[config.mk]
export PLATFORM = sky130hd
export DESIGN_NAME = obstacle_turn_decider_with_loop_memory_top_flat
export DESIGN_NICKNAME = d
export VERILOG_FILES = /design/src/rtl/otd_pkg.sv /design/src/rtl/otd_intf.sv /design/src/rtl/otd_dp.sv /design/src/rtl/otd_ctrl.sv /design/src/rtl/obstacle_turn_decider_with_loop_memory_top.sv /design/src/flat_wrapper.sv
export VERILOG_INCLUDE_DIRS = /design/src /design/src/rtl
export SDC_FILE = /design/constraint.sdc
export NUM_CORES = 2
export LEC_CHECK = 0
export ABC_AREA = 0
export BUFFER_PORTS_ARGS = -buffer_cell sky130_fd_sc_hd__buf_2
export CORE_MARGIN = 1
export CORE_UTILIZATION = 45
export CTS_CLUSTER_DIAMETER = 30
export DETAILED_ROUTE_END_ITERATION = 10
export GPL_TIMING_DRIVEN = 1
export SLEW_MARGIN = 20
export SYNTH_ARGS = -nofsm -noshare
export SYNTH_HDL_FRONTEND = slang
export SYNTH_SLANG_ARGS = --single-unit
[constraint.sdc]
create_clock -name clock -period 14.74 [get_ports clock]
set_input_delay 1.474 -clock clock [delete_from_list [all_inputs] [get_ports clock]]
set_output_delay 1.474 -clock clock [all_outputs]
set_load 0.02 [all_outputs]
[src/rtl/obstacle_turn_decider_with_loop_memory_top_defines.svh]
// Assertion macros for the obstacle turn decider
`ifndef OBSTACLE_TURN_DECIDER_WITH_LOOP_MEMORY_TOP_DEFINES_SVH
`define OBSTACLE_TURN_DECIDER_WITH_LOOP_MEMORY_TOP_DEFINES_SVH

// same-cycle implication
`define OTD_ASSERT_IMPL(label, clk, rst, ante, cons) \
   label: assert property (@(posedge clk) disable iff (rst) (ante) |-> (cons)) \
      else $error("otd assertion failed");

// next-cycle implication
`define OTD_ASSERT_NEXT(label, clk, rst, ante, cons) \
   label: assert property (@(posedge clk) disable iff (rst) (ante) |=> (cons)) \
      else $error("otd assertion failed");

`endif

[src/rtl/otd_pkg.sv]
// Shared types, constants and functions of the obstacle turn decider
`timescale 1ns / 1ps
package otd_pkg;

   localparam int HISTORY_DEPTH = 16;
   localparam int IDX_W = (HISTORY_DEPTH > 1) ? $clog2(HISTORY_DEPTH) : 1;
   localparam int CNT_W = $clog2(HISTORY_DEPTH + 1);

   localparam int RANGE_W  = 10;
   localparam int SUM_W    = RANGE_W + 1;
   localparam int POS_W    = 16;
   localparam int HEAD_W   = 12;
   localparam int DIST_W   = 10;
   localparam int TIE_W    = 9;
   localparam int RADIUS_W = 12;
   localparam int TOL_W    = 11;
   localparam int SPEED_W  = 7;
   localparam int STEER_W  = 2;
   localparam int REASON_W = 3;

   localparam int CSR_IDX_W  = 3;
   localparam int CSR_DATA_W = 12;

   localparam logic [CSR_IDX_W-1:0] CSR_OBSTACLE_TRIGGER = 3'd0;
   localparam logic [CSR_IDX_W-1:0] CSR_CORNER_DIVERGENCE = 3'd1;
   localparam logic [CSR_IDX_W-1:0] CSR_TIE_FRACTION = 3'd2;
   localparam logic [CSR_IDX_W-1:0] CSR_LOOP_RADIUS = 3'd3;
   localparam logic [CSR_IDX_W-1:0] CSR_LOOP_HEADING_TOL = 3'd4;
   localparam logic [CSR_IDX_W-1:0] CSR_CRUISE_SPEED = 3'd5;
   localparam logic [CSR_IDX_W-1:0] CSR_DECISION_SPEED = 3'd6;

   localparam logic [STEER_W-1:0] STEER_STRAIGHT = 2'd0;
   localparam logic [STEER_W-1:0] STEER_LEFT     = 2'd1;
   localparam logic [STEER_W-1:0] STEER_RIGHT    = 2'd2;

   localparam logic [REASON_W-1:0] REASON_CRUISE     = 3'd0;
   localparam logic [REASON_W-1:0] REASON_TIE        = 3'd1;
   localparam logic [REASON_W-1:0] REASON_MORE_LEFT  = 3'd2;
   localparam logic [REASON_W-1:0] REASON_MORE_RIGHT = 3'd3;
   localparam logic [REASON_W-1:0] REASON_LOOP       = 3'd4;

   // full turn and half turn in tenths of a degree
   localparam logic [HEAD_W-1:0] HEADING_FULL = HEAD_W'(3600);
   localparam logic [HEAD_W-1:0] HEADING_HALF = HEAD_W'(1800);

   localparam logic [CNT_W:0]   DEPTH_X = (CNT_W + 1)'(HISTORY_DEPTH);
   localparam logic [CNT_W-1:0] DEPTH_C = CNT_W'(HISTORY_DEPTH);

   typedef struct packed {
      logic [RANGE_W-1:0] front_cm;
      logic               ir_front;
      logic [RANGE_W-1:0] left45_cm;
      logic [RANGE_W-1:0] left90_cm;
      logic [RANGE_W-1:0] right45_cm;
      logic [RANGE_W-1:0] right90_cm;
      logic [POS_W-1:0]   pos_x_cm;
      logic [POS_W-1:0]   pos_y_cm;
      logic [HEAD_W-1:0]  heading_tenths;
      logic               coin_bit;
   } otd_req_type;

   typedef struct packed {
      logic [SPEED_W-1:0]  speed_pct;
      logic [STEER_W-1:0]  steer_dir;
      logic                in_decision;
      logic [REASON_W-1:0] reason_code;
   } otd_rsp_type;

   typedef struct packed {
      logic [POS_W-1:0]   x;
      logic [POS_W-1:0]   y;
      logic [HEAD_W-1:0]  heading;
      logic [STEER_W-1:0] turn;
   } otd_entry_type;

   typedef struct packed {
      logic load;
      logic classify;
      logic read;
      logic mul;
      logic check;
      logic append;
      logic emit;
   } otd_cmd_type;

   typedef struct packed {
      logic decide;
      logic count_zero;
      logic count_full;
      logic match;
      logic last;
      logic out_busy;
   } otd_sts_type;

   function automatic logic [HEAD_W-1:0] heading_diff(input logic [HEAD_W-1:0] a,
                                                      input logic [HEAD_W-1:0] b);
      logic [HEAD_W-1:0] d;
      d = (a > b) ? a - b : b - a;
      if (d >= HEADING_FULL) d = d - HEADING_FULL;
      if (d > HEADING_HALF) d = HEADING_FULL - d;
      return d;
   endfunction

   function automatic logic [STEER_W-1:0] opposite_turn(input logic [STEER_W-1:0] t);
      logic [STEER_W-1:0] r;
      case (t)
         STEER_LEFT:  r = STEER_RIGHT;
         STEER_RIGHT: r = STEER_LEFT;
         default:     r = STEER_STRAIGHT;
      endcase
      return r;
   endfunction

   function automatic logic [IDX_W-1:0] wrap_idx(input logic [CNT_W:0] s);
      logic [CNT_W:0] t;
      t = (s >= DEPTH_X) ? s - DEPTH_X : s;
      return t[IDX_W-1:0];
   endfunction

endpackage

[src/rtl/otd_intf.sv]
// Scan request and steering response channel interfaces
`timescale 1ns / 1ps
interface otd_req_if;
   import otd_pkg::*;
   logic                     valid;
   logic                     ready;
   logic [RANGE_W-1:0]       front_cm;
   logic                     ir_front;
   logic [RANGE_W-1:0]       left45_cm;
   logic [RANGE_W-1:0]       left90_cm;
   logic [RANGE_W-1:0]       right45_cm;
   logic [RANGE_W-1:0]       right90_cm;
   logic signed [POS_W-1:0]  pos_x_cm;
   logic signed [POS_W-1:0]  pos_y_cm;
   logic [HEAD_W-1:0]        heading_tenths;
   logic                     coin_bit;

   modport source (output valid, front_cm, ir_front, left45_cm, left90_cm, right45_cm,
                   right90_cm, pos_x_cm, pos_y_cm, heading_tenths, coin_bit,
                   input ready);
   modport sink (input valid, front_cm, ir_front, left45_cm, left90_cm, right45_cm,
                 right90_cm, pos_x_cm, pos_y_cm, heading_tenths, coin_bit,
                 output ready);
endinterface

interface otd_rsp_if;
   import otd_pkg::*;
   logic                valid;
   logic                ready;
   logic [SPEED_W-1:0]  speed_pct;
   logic [STEER_W-1:0]  steer_dir;
   logic                in_decision;
   logic [REASON_W-1:0] reason_code;

   modport source (output valid, speed_pct, steer_dir, in_decision, reason_code,
                   input ready);
   modport sink (input valid, speed_pct, steer_dir, in_decision, reason_code,
                 output ready);
endinterface

[src/rtl/otd_dp.sv]
// Datapath: registers, side choice, history memory search and result register
`timescale 1ns / 1ps
module otd_dp (
   input  logic                               clock,
   input  logic                               reset,
   input  otd_pkg::otd_cmd_type               cmd,
   output otd_pkg::otd_sts_type               sts,
   input  otd_pkg::otd_req_type               req,
   input  logic                               rsp_ready,
   output logic                               rsp_valid,
   output otd_pkg::otd_rsp_type               rsp,
   input  logic                               csr_wr_en,
   input  logic [otd_pkg::CSR_IDX_W-1:0]      csr_index,
   input  logic [otd_pkg::CSR_DATA_W-1:0]     csr_wdata
);
   import otd_pkg::*;

   logic [DIST_W-1:0]   trig_ff;
   logic [DIST_W-1:0]   corner_ff;
   logic [TIE_W-1:0]    tie_ff;
   logic [RADIUS_W-1:0] radius_ff;
   logic [TOL_W-1:0]    tol_ff;
   logic [SPEED_W-1:0]  cruise_ff;
   logic [SPEED_W-1:0]  dspeed_ff;

   otd_req_type   in_ff;
   logic          decide_ff;
   logic          decide_in;
   logic [RANGE_W-1:0] div;

   logic [SUM_W-1:0]          lsum;
   logic [SUM_W-1:0]          rsum;
   logic [SUM_W-1:0]          larger;
   logic [SUM_W-1:0]          diff;
   logic [TIE_W+SUM_W-1:0]    tie_lhs;
   logic [TIE_W+SUM_W-1:0]    tie_rhs;
   logic                      is_tie;
   logic [STEER_W-1:0]        turn_in;
   logic [REASON_W-1:0]       reason_in;
   logic [STEER_W-1:0]        turn_ff;
   logic [REASON_W-1:0]       reason_ff;
   logic [2*RADIUS_W-1:0]     r2_ff;

   otd_entry_type      mem [HISTORY_DEPTH];
   otd_entry_type      rd_q_ff;
   logic [IDX_W-1:0]   rd_idx;
   logic [IDX_W-1:0]   rd_idx_ff;
   logic [CNT_W-1:0]   k_ff;
   logic [CNT_W-1:0]   k_plus;
   logic [IDX_W-1:0]   oldest_ff;
   logic [IDX_W-1:0]   oldest_in;
   logic [CNT_W-1:0]   count_ff;
   logic [CNT_W-1:0]   count_in;
   logic [IDX_W-1:0]   slot;

   logic signed [POS_W:0] dx;
   logic signed [POS_W:0] dy;
   logic [POS_W:0]        adx;
   logic [POS_W:0]        ady;
   logic [2*POS_W-1:0]    sqx_ff;
   logic [2*POS_W-1:0]    sqy_ff;
   logic                  hd_ok_ff;
   logic [2*POS_W:0]      dist_sq;
   logic                  match;

   logic               wr_en;
   logic [IDX_W-1:0]   wr_addr;
   otd_entry_type      wr_data;

   logic               rsp_valid_ff;
   otd_rsp_type        rsp_ff;

   always_ff @(posedge clock) begin
      if (reset) begin
         trig_ff   <= DIST_W'(30);
         corner_ff <= DIST_W'(50);
         tie_ff    <= TIE_W'(26);
         radius_ff <= RADIUS_W'(40);
         tol_ff    <= TOL_W'(300);
         cruise_ff <= SPEED_W'(60);
         dspeed_ff <= SPEED_W'(30);
      end else if (csr_wr_en) begin
         case (csr_index)
            CSR_OBSTACLE_TRIGGER:  trig_ff   <= csr_wdata[DIST_W-1:0];
            CSR_CORNER_DIVERGENCE: corner_ff <= csr_wdata[DIST_W-1:0];
            CSR_TIE_FRACTION:      tie_ff    <= csr_wdata[TIE_W-1:0];
            CSR_LOOP_RADIUS:       radius_ff <= csr_wdata[RADIUS_W-1:0];
            CSR_LOOP_HEADING_TOL:  tol_ff    <= csr_wdata[TOL_W-1:0];
            CSR_CRUISE_SPEED:      cruise_ff <= csr_wdata[SPEED_W-1:0];
            CSR_DECISION_SPEED:    dspeed_ff <= csr_wdata[SPEED_W-1:0];
            default: ;
         endcase
      end
   end

   always_comb begin
      div = (req.left90_cm > req.right90_cm) ? req.left90_cm - req.right90_cm
                                             : req.right90_cm - req.left90_cm;
      decide_in = (req.front_cm <= trig_ff) || req.ir_front || (div >= corner_ff);
   end

   always_comb begin
      lsum    = SUM_W'(in_ff.left45_cm) + SUM_W'(in_ff.left90_cm);
      rsum    = SUM_W'(in_ff.right45_cm) + SUM_W'(in_ff.right90_cm);
      larger  = (lsum > rsum) ? lsum : rsum;
      diff    = (lsum > rsum) ? lsum - rsum : rsum - lsum;
      tie_lhs = {1'b0, diff, 8'h00};
      tie_rhs = tie_ff * larger;
      is_tie  = (larger != '0) && (tie_lhs <= tie_rhs);
      if (is_tie) begin
         turn_in   = in_ff.coin_bit ? STEER_RIGHT : STEER_LEFT;
         reason_in = REASON_TIE;
      end else if (lsum > rsum) begin
         turn_in   = STEER_LEFT;
         reason_in = REASON_MORE_LEFT;
      end else begin
         turn_in   = STEER_RIGHT;
         reason_in = REASON_MORE_RIGHT;
      end
   end

   always_comb begin
      rd_idx  = wrap_idx((CNT_W + 1)'(oldest_ff) + (CNT_W + 1)'(k_ff));
      k_plus  = k_ff + 1'b1;
      dx      = $signed({in_ff.pos_x_cm[POS_W-1], in_ff.pos_x_cm})
              - $signed({rd_q_ff.x[POS_W-1], rd_q_ff.x});
      dy      = $signed({in_ff.pos_y_cm[POS_W-1], in_ff.pos_y_cm})
              - $signed({rd_q_ff.y[POS_W-1], rd_q_ff.y});
      adx     = dx[POS_W] ? -dx : dx;
      ady     = dy[POS_W] ? -dy : dy;
      dist_sq = (2*POS_W + 1)'(sqx_ff) + (2*POS_W + 1)'(sqy_ff);
      match   = hd_ok_ff && (dist_sq <= (2*POS_W + 1)'(r2_ff));
   end

   always_comb begin
      if (count_ff == DEPTH_C) begin
         slot      = oldest_ff;
         oldest_in = wrap_idx((CNT_W + 1)'(oldest_ff) + (CNT_W + 1)'(1));
         count_in  = count_ff;
      end else begin
         slot      = wrap_idx((CNT_W + 1)'(oldest_ff) + (CNT_W + 1)'(count_ff));
         oldest_in = oldest_ff;
         count_in  = count_ff + 1'b1;
      end
   end

   always_comb begin
      wr_en           = (cmd.check && match) || cmd.append;
      wr_addr         = cmd.append ? slot : rd_idx_ff;
      wr_data.x       = in_ff.pos_x_cm;
      wr_data.y       = in_ff.pos_y_cm;
      wr_data.heading = in_ff.heading_tenths;
      wr_data.turn    = cmd.append ? turn_ff : opposite_turn(rd_q_ff.turn);
   end

   always_ff @(posedge clock) begin
      if (wr_en) mem[wr_addr] <= wr_data;
      if (cmd.read) begin
         rd_q_ff   <= mem[rd_idx];
         rd_idx_ff <= rd_idx;
      end
   end

   always_ff @(posedge clock) begin
      if (cmd.load) in_ff <= req;
      if (cmd.classify) r2_ff <= radius_ff * radius_ff;
      if (cmd.mul) begin
         sqx_ff   <= adx[POS_W-1:0] * adx[POS_W-1:0];
         sqy_ff   <= ady[POS_W-1:0] * ady[POS_W-1:0];
         hd_ok_ff <= heading_diff(in_ff.heading_tenths, rd_q_ff.heading)
                     <= HEAD_W'(tol_ff);
      end
   end

   always_ff @(posedge clock) begin
      if (reset) begin
         decide_ff    <= 1'b0;
         turn_ff      <= STEER_STRAIGHT;
         reason_ff    <= REASON_CRUISE;
         k_ff         <= '0;
         oldest_ff    <= '0;
         count_ff     <= '0;
         rsp_valid_ff <= 1'b0;
      end else begin
         if (cmd.load) decide_ff <= decide_in;
         if (cmd.classify) begin
            turn_ff   <= turn_in;
            reason_ff <= reason_in;
            k_ff      <= '0;
         end
         if (cmd.check) begin
            if (match) begin
               turn_ff   <= opposite_turn(rd_q_ff.turn);
               reason_ff <= REASON_LOOP;
            end else begin
               k_ff <= k_plus;
            end
         end
         if (cmd.append) begin
            oldest_ff <= oldest_in;
            count_ff  <= count_in;
         end
         if (cmd.emit) rsp_valid_ff <= 1'b1;
         else if (rsp_ready) rsp_valid_ff <= 1'b0;
      end
   end

   always_ff @(posedge clock) begin
      if (cmd.emit) begin
         if (decide_ff) begin
            rsp_ff.speed_pct   <= dspeed_ff;
            rsp_ff.steer_dir   <= turn_ff;
            rsp_ff.in_decision <= 1'b1;
            rsp_ff.reason_code <= reason_ff;
         end else begin
            rsp_ff.speed_pct   <= cruise_ff;
            rsp_ff.steer_dir   <= STEER_STRAIGHT;
            rsp_ff.in_decision <= 1'b0;
            rsp_ff.reason_code <= REASON_CRUISE;
         end
      end
   end

   always_comb begin
      sts.decide     = decide_ff;
      sts.count_zero = (count_ff == '0);
      sts.count_full = (count_ff == DEPTH_C);
      sts.match      = match;
      sts.last       = (k_plus == count_ff);
      sts.out_busy   = rsp_valid_ff && !rsp_ready;
   end

   assign rsp_valid = rsp_valid_ff;
   assign rsp       = rsp_ff;

endmodule

[src/rtl/otd_ctrl.sv]
// Controller: sequences accept, classify, history search, append and emit
`timescale 1ns / 1ps
module otd_ctrl (
   input  logic                  clock,
   input  logic                  reset,
   input  logic                  req_valid,
   output logic                  req_ready,
   input  otd_pkg::otd_sts_type  sts,
   output otd_pkg::otd_cmd_type  cmd
);
   import otd_pkg::*;

   typedef enum logic [2:0] {
      S_IDLE,
      S_CLASS,
      S_READ,
      S_MUL,
      S_CHECK,
      S_APPEND,
      S_FINISH
   } state_type;

   state_type state_ff;
   state_type state_in;

   always_comb begin
      cmd       = '0;
      req_ready = 1'b0;
      state_in  = state_ff;
      case (state_ff)
         S_IDLE: begin
            req_ready = 1'b1;
            if (req_valid) begin
               cmd.load = 1'b1;
               state_in = S_CLASS;
            end
         end
         S_CLASS: begin
            cmd.classify = 1'b1;
            if (!sts.decide) state_in = S_FINISH;
            else if (sts.count_zero) state_in = S_APPEND;
            else state_in = S_READ;
         end
         S_READ: begin
            cmd.read = 1'b1;
            state_in = S_MUL;
         end
         S_MUL: begin
            cmd.mul  = 1'b1;
            state_in = S_CHECK;
         end
         S_CHECK: begin
            cmd.check = 1'b1;
            if (sts.match) state_in = S_FINISH;
            else if (sts.last) state_in = S_APPEND;
            else state_in = S_READ;
         end
         S_APPEND: begin
            cmd.append = 1'b1;
            state_in   = S_FINISH;
         end
         S_FINISH: begin
            if (!sts.out_busy) begin
               cmd.emit = 1'b1;
               state_in = S_IDLE;
            end
         end
         default: state_in = S_IDLE;
      endcase
   end

   always_ff @(posedge clock) begin
      if (reset) state_ff <= S_IDLE;
      else state_ff <= state_in;
   end

endmodule

[src/rtl/obstacle_turn_decider_with_loop_memory_top.sv]
// Obstacle turn decider with loop memory: top level
//
// One scan in, one steering transaction out. A scan with no obstacle ahead and no
// corner gives the cruise result; otherwise the side with more room is picked (the
// coin bit settles a near tie) and up to HISTORY_DEPTH (16) earlier decision poses
// are searched oldest first, each entry by memory read, squaring and compare;
// a matching pose forces the opposite turn and is overwritten, else the pose is
// appended, dropping the oldest when full. A cruising scan is accepted, classified
// and emitted; a decision first searches or appends to the history, whose serial
// search sets how long a scan occupies the block. The next scan is taken while a
// finished result waits on rsp_if. Configuration is written through csr_wr_en /
// csr_index / csr_wdata, by the user only while idle; the block does not enforce it.
`timescale 1ns / 1ps
`include "obstacle_turn_decider_with_loop_memory_top_defines.svh"
module obstacle_turn_decider_with_loop_memory_top (
   input  logic                            clock,
   input  logic                            reset,
   otd_req_if.sink                         req_if,
   otd_rsp_if.source                       rsp_if,
   input  logic                            csr_wr_en,
   input  logic [otd_pkg::CSR_IDX_W-1:0]   csr_index,
   input  logic [otd_pkg::CSR_DATA_W-1:0]  csr_wdata
);
   import otd_pkg::*;

   otd_cmd_type cmd;
   otd_sts_type sts;
   otd_req_type req;
   otd_rsp_type rsp;
   logic        req_ready;
   logic        rsp_valid;

   always_comb begin
      req.front_cm       = req_if.front_cm;
      req.ir_front       = req_if.ir_front;
      req.left45_cm      = req_if.left45_cm;
      req.left90_cm      = req_if.left90_cm;
      req.right45_cm     = req_if.right45_cm;
      req.right90_cm     = req_if.right90_cm;
      req.pos_x_cm       = req_if.pos_x_cm;
      req.pos_y_cm       = req_if.pos_y_cm;
      req.heading_tenths = req_if.heading_tenths;
      req.coin_bit       = req_if.coin_bit;
   end

   otd_ctrl u_ctrl (
      .clock     (clock),
      .reset     (reset),
      .req_valid (req_if.valid),
      .req_ready (req_ready),
      .sts       (sts),
      .cmd       (cmd)
   );

   otd_dp u_dp (
      .clock     (clock),
      .reset     (reset),
      .cmd       (cmd),
      .sts       (sts),
      .req       (req),
      .rsp_ready (rsp_if.ready),
      .rsp_valid (rsp_valid),
      .rsp       (rsp),
      .csr_wr_en (csr_wr_en),
      .csr_index (csr_index),
      .csr_wdata (csr_wdata)
   );

   assign req_if.ready       = req_ready;
   assign rsp_if.valid       = rsp_valid;
   assign rsp_if.speed_pct   = rsp.speed_pct;
   assign rsp_if.steer_dir   = rsp.steer_dir;
   assign rsp_if.in_decision = rsp.in_decision;
   assign rsp_if.reason_code = rsp.reason_code;

   `OTD_ASSERT_NEXT(a_accept_busies, clock, reset, req_if.valid && req_ready, !req_ready)
   `OTD_ASSERT_NEXT(a_emit_shows_result, clock, reset, cmd.emit, rsp_if.valid)
   `OTD_ASSERT_NEXT(a_full_stays_full, clock, reset, sts.count_full, sts.count_full)
   `OTD_ASSERT_IMPL(a_check_has_entries, clock, reset, cmd.check, !sts.count_zero)

endmodule

[src/flat_wrapper.sv]
// flat-port wrapper written by rule: the top's interface ports become plain ports
module obstacle_turn_decider_with_loop_memory_top_flat import otd_pkg::*;
  (clock, reset, csr_wr_en, csr_index, csr_wdata, req_if_valid, req_if_front_cm, req_if_ir_front, req_if_left45_cm, req_if_left90_cm, req_if_right45_cm, req_if_right90_cm, req_if_pos_x_cm, req_if_pos_y_cm, req_if_heading_tenths, req_if_coin_bit, req_if_ready, rsp_if_valid, rsp_if_speed_pct, rsp_if_steer_dir, rsp_if_in_decision, rsp_if_reason_code, rsp_if_ready);
  otd_req_if req_if_i ();
  otd_rsp_if rsp_if_i ();
  input  logic clock;
  input  logic reset;
  input  logic csr_wr_en;
  input  logic [otd_pkg::CSR_IDX_W-1:0] csr_index;
  input  logic [otd_pkg::CSR_DATA_W-1:0] csr_wdata;
  input wire logic [$bits(req_if_i.valid)-1:0] req_if_valid;
  input wire logic [$bits(req_if_i.front_cm)-1:0] req_if_front_cm;
  input wire logic [$bits(req_if_i.ir_front)-1:0] req_if_ir_front;
  input wire logic [$bits(req_if_i.left45_cm)-1:0] req_if_left45_cm;
  input wire logic [$bits(req_if_i.left90_cm)-1:0] req_if_left90_cm;
  input wire logic [$bits(req_if_i.right45_cm)-1:0] req_if_right45_cm;
  input wire logic [$bits(req_if_i.right90_cm)-1:0] req_if_right90_cm;
  input wire logic [$bits(req_if_i.pos_x_cm)-1:0] req_if_pos_x_cm;
  input wire logic [$bits(req_if_i.pos_y_cm)-1:0] req_if_pos_y_cm;
  input wire logic [$bits(req_if_i.heading_tenths)-1:0] req_if_heading_tenths;
  input wire logic [$bits(req_if_i.coin_bit)-1:0] req_if_coin_bit;
  output wire logic [$bits(req_if_i.ready)-1:0] req_if_ready;
  output wire logic [$bits(rsp_if_i.valid)-1:0] rsp_if_valid;
  output wire logic [$bits(rsp_if_i.speed_pct)-1:0] rsp_if_speed_pct;
  output wire logic [$bits(rsp_if_i.steer_dir)-1:0] rsp_if_steer_dir;
  output wire logic [$bits(rsp_if_i.in_decision)-1:0] rsp_if_in_decision;
  output wire logic [$bits(rsp_if_i.reason_code)-1:0] rsp_if_reason_code;
  input wire logic [$bits(rsp_if_i.ready)-1:0] rsp_if_ready;
  assign req_if_i.valid = req_if_valid;
  assign req_if_i.front_cm = req_if_front_cm;
  assign req_if_i.ir_front = req_if_ir_front;
  assign req_if_i.left45_cm = req_if_left45_cm;
  assign req_if_i.left90_cm = req_if_left90_cm;
  assign req_if_i.right45_cm = req_if_right45_cm;
  assign req_if_i.right90_cm = req_if_right90_cm;
  assign req_if_i.pos_x_cm = req_if_pos_x_cm;
  assign req_if_i.pos_y_cm = req_if_pos_y_cm;
  assign req_if_i.heading_tenths = req_if_heading_tenths;
  assign req_if_i.coin_bit = req_if_coin_bit;
  assign req_if_ready = req_if_i.ready;
  assign rsp_if_valid = rsp_if_i.valid;
  assign rsp_if_speed_pct = rsp_if_i.speed_pct;
  assign rsp_if_steer_dir = rsp_if_i.steer_dir;
  assign rsp_if_in_decision = rsp_if_i.in_decision;
  assign rsp_if_reason_code = rsp_if_i.reason_code;
  assign rsp_if_i.ready = rsp_if_ready;
  obstacle_turn_decider_with_loop_memory_top u_core (.clock(clock), .reset(reset), .req_if(req_if_i), .rsp_if(rsp_if_i), .csr_wr_en(csr_wr_en), .csr_index(csr_index), .csr_wdata(csr_wdata));
endmodule
==> results.md <==
- The multiplexer share of the synthesized area is 0.07241.
- Entering global routing, the biggest net connects 130 pins.
- The floorplan step set the die height to slightly below 400 um.
- The final cycle utilization of the critical path is 0.7870.
- The number of antenna violations at the first check in global routing is 5.
- CTS placed an instance of sky130_fd_sc_hd__clkbuf_16 at the clock tree root.
- After clock tree synthesis, the flow added hold-fix buffers numbering 0.
- The most used flip-flop cell after synthesis is sky130_fd_sc_hd__edfxtp_1.
- The flow ran to the end, and the final reports show no timing, DRC or antenna violations.
- The die width is 396.1 um.
- The hold violation count in the final report came to 0.
- The area growth from synthesis to layout is 14.24%.
- The number of sinks handled by clock tree synthesis is 1060.
- The count of pins over their slew limit is 0.
- The die area is 0.1569 mm^2.
- The combined global-route utilization of all metal layers is 0.2118.
- The number of global-route vias before repair is 45750.
- The register bit count reported by yosys is 1060.
- Synthesis handed over a netlist of between 5000 and 6000 instances.
- The top-level port count is around 130.
- By area, the combinational part of the netlist is dominated by adder cells.
- The slowest library cell on the worst path is sky130_fd_sc_hd__a21o_1.
- Of the synthesized area, sequential elements account for 0.4425.
- Summing every instance area after synthesis gives 0.06990 mm^2.
- STA classifies the critical path endpoint as a flop.
- The clock latency on the worst-skew pair is approximately 0.8 ns.
- The number of flops mapped to enable cells by yosys is 970.
- The final routed wirelength across all metal layers is 163000 um.
- The number of levels in the clock H-tree is 4.
- In this run the standard cell core region covers 0.1540 mm^2.
- The fraction of final layout cells with drive strength greater than 1 is 0.1374.
- Of the total synthesized cell area, the portion taken by XOR and XNOR cells is 0.02907.
- Using the TritonRoute via totals, the vias-per-cell ratio works out to 5.365.
- The count of input and output buffers is 130.
- The initial core utilization is 0.4537.
- Setup repair after global routing left no endpoint under its margin.
- The share of async-settable or async-resettable flops after synthesis is 0.
- TritonCTS built the clock tree.
- The tightest min-delay check is of the flop to flop type.
- The maximum fanout along the worst path is 29.
- The max-cap violation count is 0.
- The count of antenna-violating nets left after detailed routing is 0.
- The maximum single-stage delay on the critical path is 0.73 ns.
- The total negative slack is 0 ns.
- Of the total synthesized cell area, the portion taken by AND, OR, NAND and NOR gates is 0.09122.
- The clock transition at the register clock pins on the worst setup and hold paths after CTS is ~0.050 ns.
- The post-CTS resize count is 0.
- The measured slew at the worst slew-check pin is 1.070 ns.
- The CTS buffer count is 200.
- The number of inserted filler cells in the final layout is 13279.
- Headroom to the max-slew limit came out at 0.2864.
- For this run, design rule violations remaining after detail routing come to 0.
- The mean routed wirelength per cell is between 15 and 20 um.
- For this run the aggregate overflow at the end of global routing stands at 0.
- At the end of the flow, the number of nets in the layout was 7061.
- The final weighted congestion in routability-driven placement is about 0.87.
- The critical path start-end classification is flop to flop.
- The number of different library cells in the post-synthesis netlist is 97.
- For this block, the via count after detailed routing is ~44000.
- In this run the mean area of a mapped cell was 12.21 um^2.
- Clock skew on the completed layout was measured at 0.06873 ns.
- The detailed-placement wirelength estimate is roughly 110000 um.
- The fraction of the mapped netlist area in compound gates is 0.07729.
- The number of nets in the synthesized netlist is just under 7000.
- The number of setup violations in the final report is 0.
- STA classifies the critical path startpoint as a flop.
- Buffers added to address setup during post-CTS repair amount to 0.
- In this run, the number of DRC markers left after iteration 0 of detailed routing was between 2000 and 3000.
- The number of iterations in the first detailed-routing pass is 7.
- In this design, the critical path's most frequently occurring cell is sky130_fd_sc_hd__a21oi_1.
- The number of placement rows is 144.
- Based on the critical path, the design can be clocked at up to between 0.08 and 0.09 GHz.
- The required arrival time at the worst endpoint is between 15 and 20 ns.
- The first-pass GRT wire length is between 200000 and 300000 um.
- The shortest period the worst path allows is 11.60 ns.
- For this run, the number of Yosys warnings is 0.
- STA puts the critical path data arrival time at 12.24 ns.
- The maximum root-to-sink buffer count is 3.
- Of the total synthesized cell area, the portion taken by full adders, half adders and majority gates is 0.2295.
[flip-flops by register name (all words and copies together), names as in the netlist, 4 cells and up]
signal / cells
u_core.u_dp.mem: 736
u_core.u_dp.in_ff: 85
u_core.u_dp.rd_q_ff: 46
u_core.u_dp.sqx_ff: 31
u_core.u_dp.sqy_ff: 31
u_core.u_dp.r2_ff: 23
u_core.u_dp.rsp: 13
u_core.u_dp.radius_ff: 12
u_core.u_dp.tol_ff: 11
u_core.u_dp.corner_ff: 10
u_core.u_dp.trig_ff: 10
u_core.u_dp.tie_ff: 9
u_core.u_dp.cruise_ff: 7
u_core.u_dp.dspeed_ff: 7
u_core.u_dp.count_ff: 5
u_core.u_dp.k_ff: 5
u_core.u_dp.oldest_ff: 4
u_core.u_dp.rd_idx_ff: 4
[cell usage in the layout, fill, tap and decap left out, drive strengths merged, types with 117 or more instances in the layout]
master	instances
nor2	339
inv	915
ha	511
clkbuf	230
fa	482
buf	201
edfxtp	970
a21oi	292
nor2b	117
mux4	184
xnor2	148
nand2	320
[worst max-delay path, delay by kind of cell, from the launching register on]
kind                       cells  cell delay [ns]
AOI/OAI and AO/OA             23             5.67
adders and majority gates      8             3.05
and+or+nand+nor                8             1.79
DFF                            1             0.41
buffers and inverters          4             0.29
xor gates and xnor gates       1             0.21
[final cells by class]
cell class              instances  area [um^2]  area share
repair buffers                201         1209     0.01514
clock buffers                 230         5233     0.06553
clock inverters               139         1455     0.01822
inverters                     896         3363     0.04212
well taps                    2044         2557     0.03203
diodes                          3        7.507  0.00009402
multi-input cells            3593        35090      0.4395
flip-flops and latches       1060        30930      0.3874
[synth_stat cells, drive strengths merged, types with 11 or more instances]
cell	count	share of area
dfxtp	90	0.026
o31a	14	0.0018
clkbuf	134	0.0072
mux4	184	0.059
or2	50	0.0045
o211ai	25	0.0030
fa	482	0.14
mux2	21	0.0034
and2	107	0.0096
ha	511	0.091
nand2b	68	0.0061
a31oi	18	0.0016
xnor2	148	0.019
edfxtp	970	0.42
a21oi	292	0.021
inv	893	0.048
and3	18	0.0016
a211o	18	0.0023
nor2b	117	0.010
a211oi	72	0.0078
or4	12	0.0014
buf	40	0.0027
nor2	339	0.018
nand3	45	0.0033
o21a	43	0.0046
o21ai	116	0.0083
nor3b	11	0.0012
mux2i	68	0.0097
nand3b	16	0.0017
nand2	320	0.017
or3	23	0.0021
o21bai	32	0.0034
nand4	29	0.0030
o41ai	11	0.0015
a21o	84	0.0090
nor4	20	0.0020
nor3	75	0.0054
xor2	76	0.0098
[metrics by stage]
stage | instances | hold WS [ns] | util | worst slack, ns | cell area [um^2]
global route | 8165 | 0.4666 | 0.5183 | 2.034 | 79850
global placement | 7794 | 0.4413 | 0.4749 | 3.401 | 73150
finish | 8166 | 0.4521 | 0.5183 | 3.140 | 79850
CTS | 8163 | 0.4540 | 0.5183 | 3.200 | 79840
detailed placement | 7794 | 0.4477 | 0.4749 | 3.238 | 73150
floorplan | 5723 | 0.4255 | - | 4.543 | 69900
[path summary, 6_finish.rpt]
kind                             from  depth (start not counted)                       end  slack (ns)
min reg2reg  u_core.u_dp.cruise_ff[1]                          2  u_core.u_dp.cruise_ff[1]        0.45
max             u_core.u_dp.in_ff[46]                         44    u_core.u_dp.turn_ff[1]        3.14
min          u_core.u_dp.cruise_ff[1]                          2  u_core.u_dp.cruise_ff[1]        0.45
max reg2reg     u_core.u_dp.in_ff[46]                         44    u_core.u_dp.turn_ff[1]        3.14
[kinds of logic after synthesis]
family                     Yosys count
buffers and inverters             1070
adders and majority gates          993
DFF                               1060
muxes                              273
AOI/OAI and AO/OA                  825
xor gates and xnor gates           226
and+or+nand+nor                   1276
[layer usage]
layer,wire [um],global-route usage,vias up
met3,7689,0.03091,231
met4,3319,0.05805,2
met5,13,0,-
met1,73980,0.2931,22094
li1,-,-,20477
met2,77970,0.3479,1005
Power is left out: the tool's default activity adds up to more than one toggle a clock period on the data nets, which glitch-free logic cannot reach.
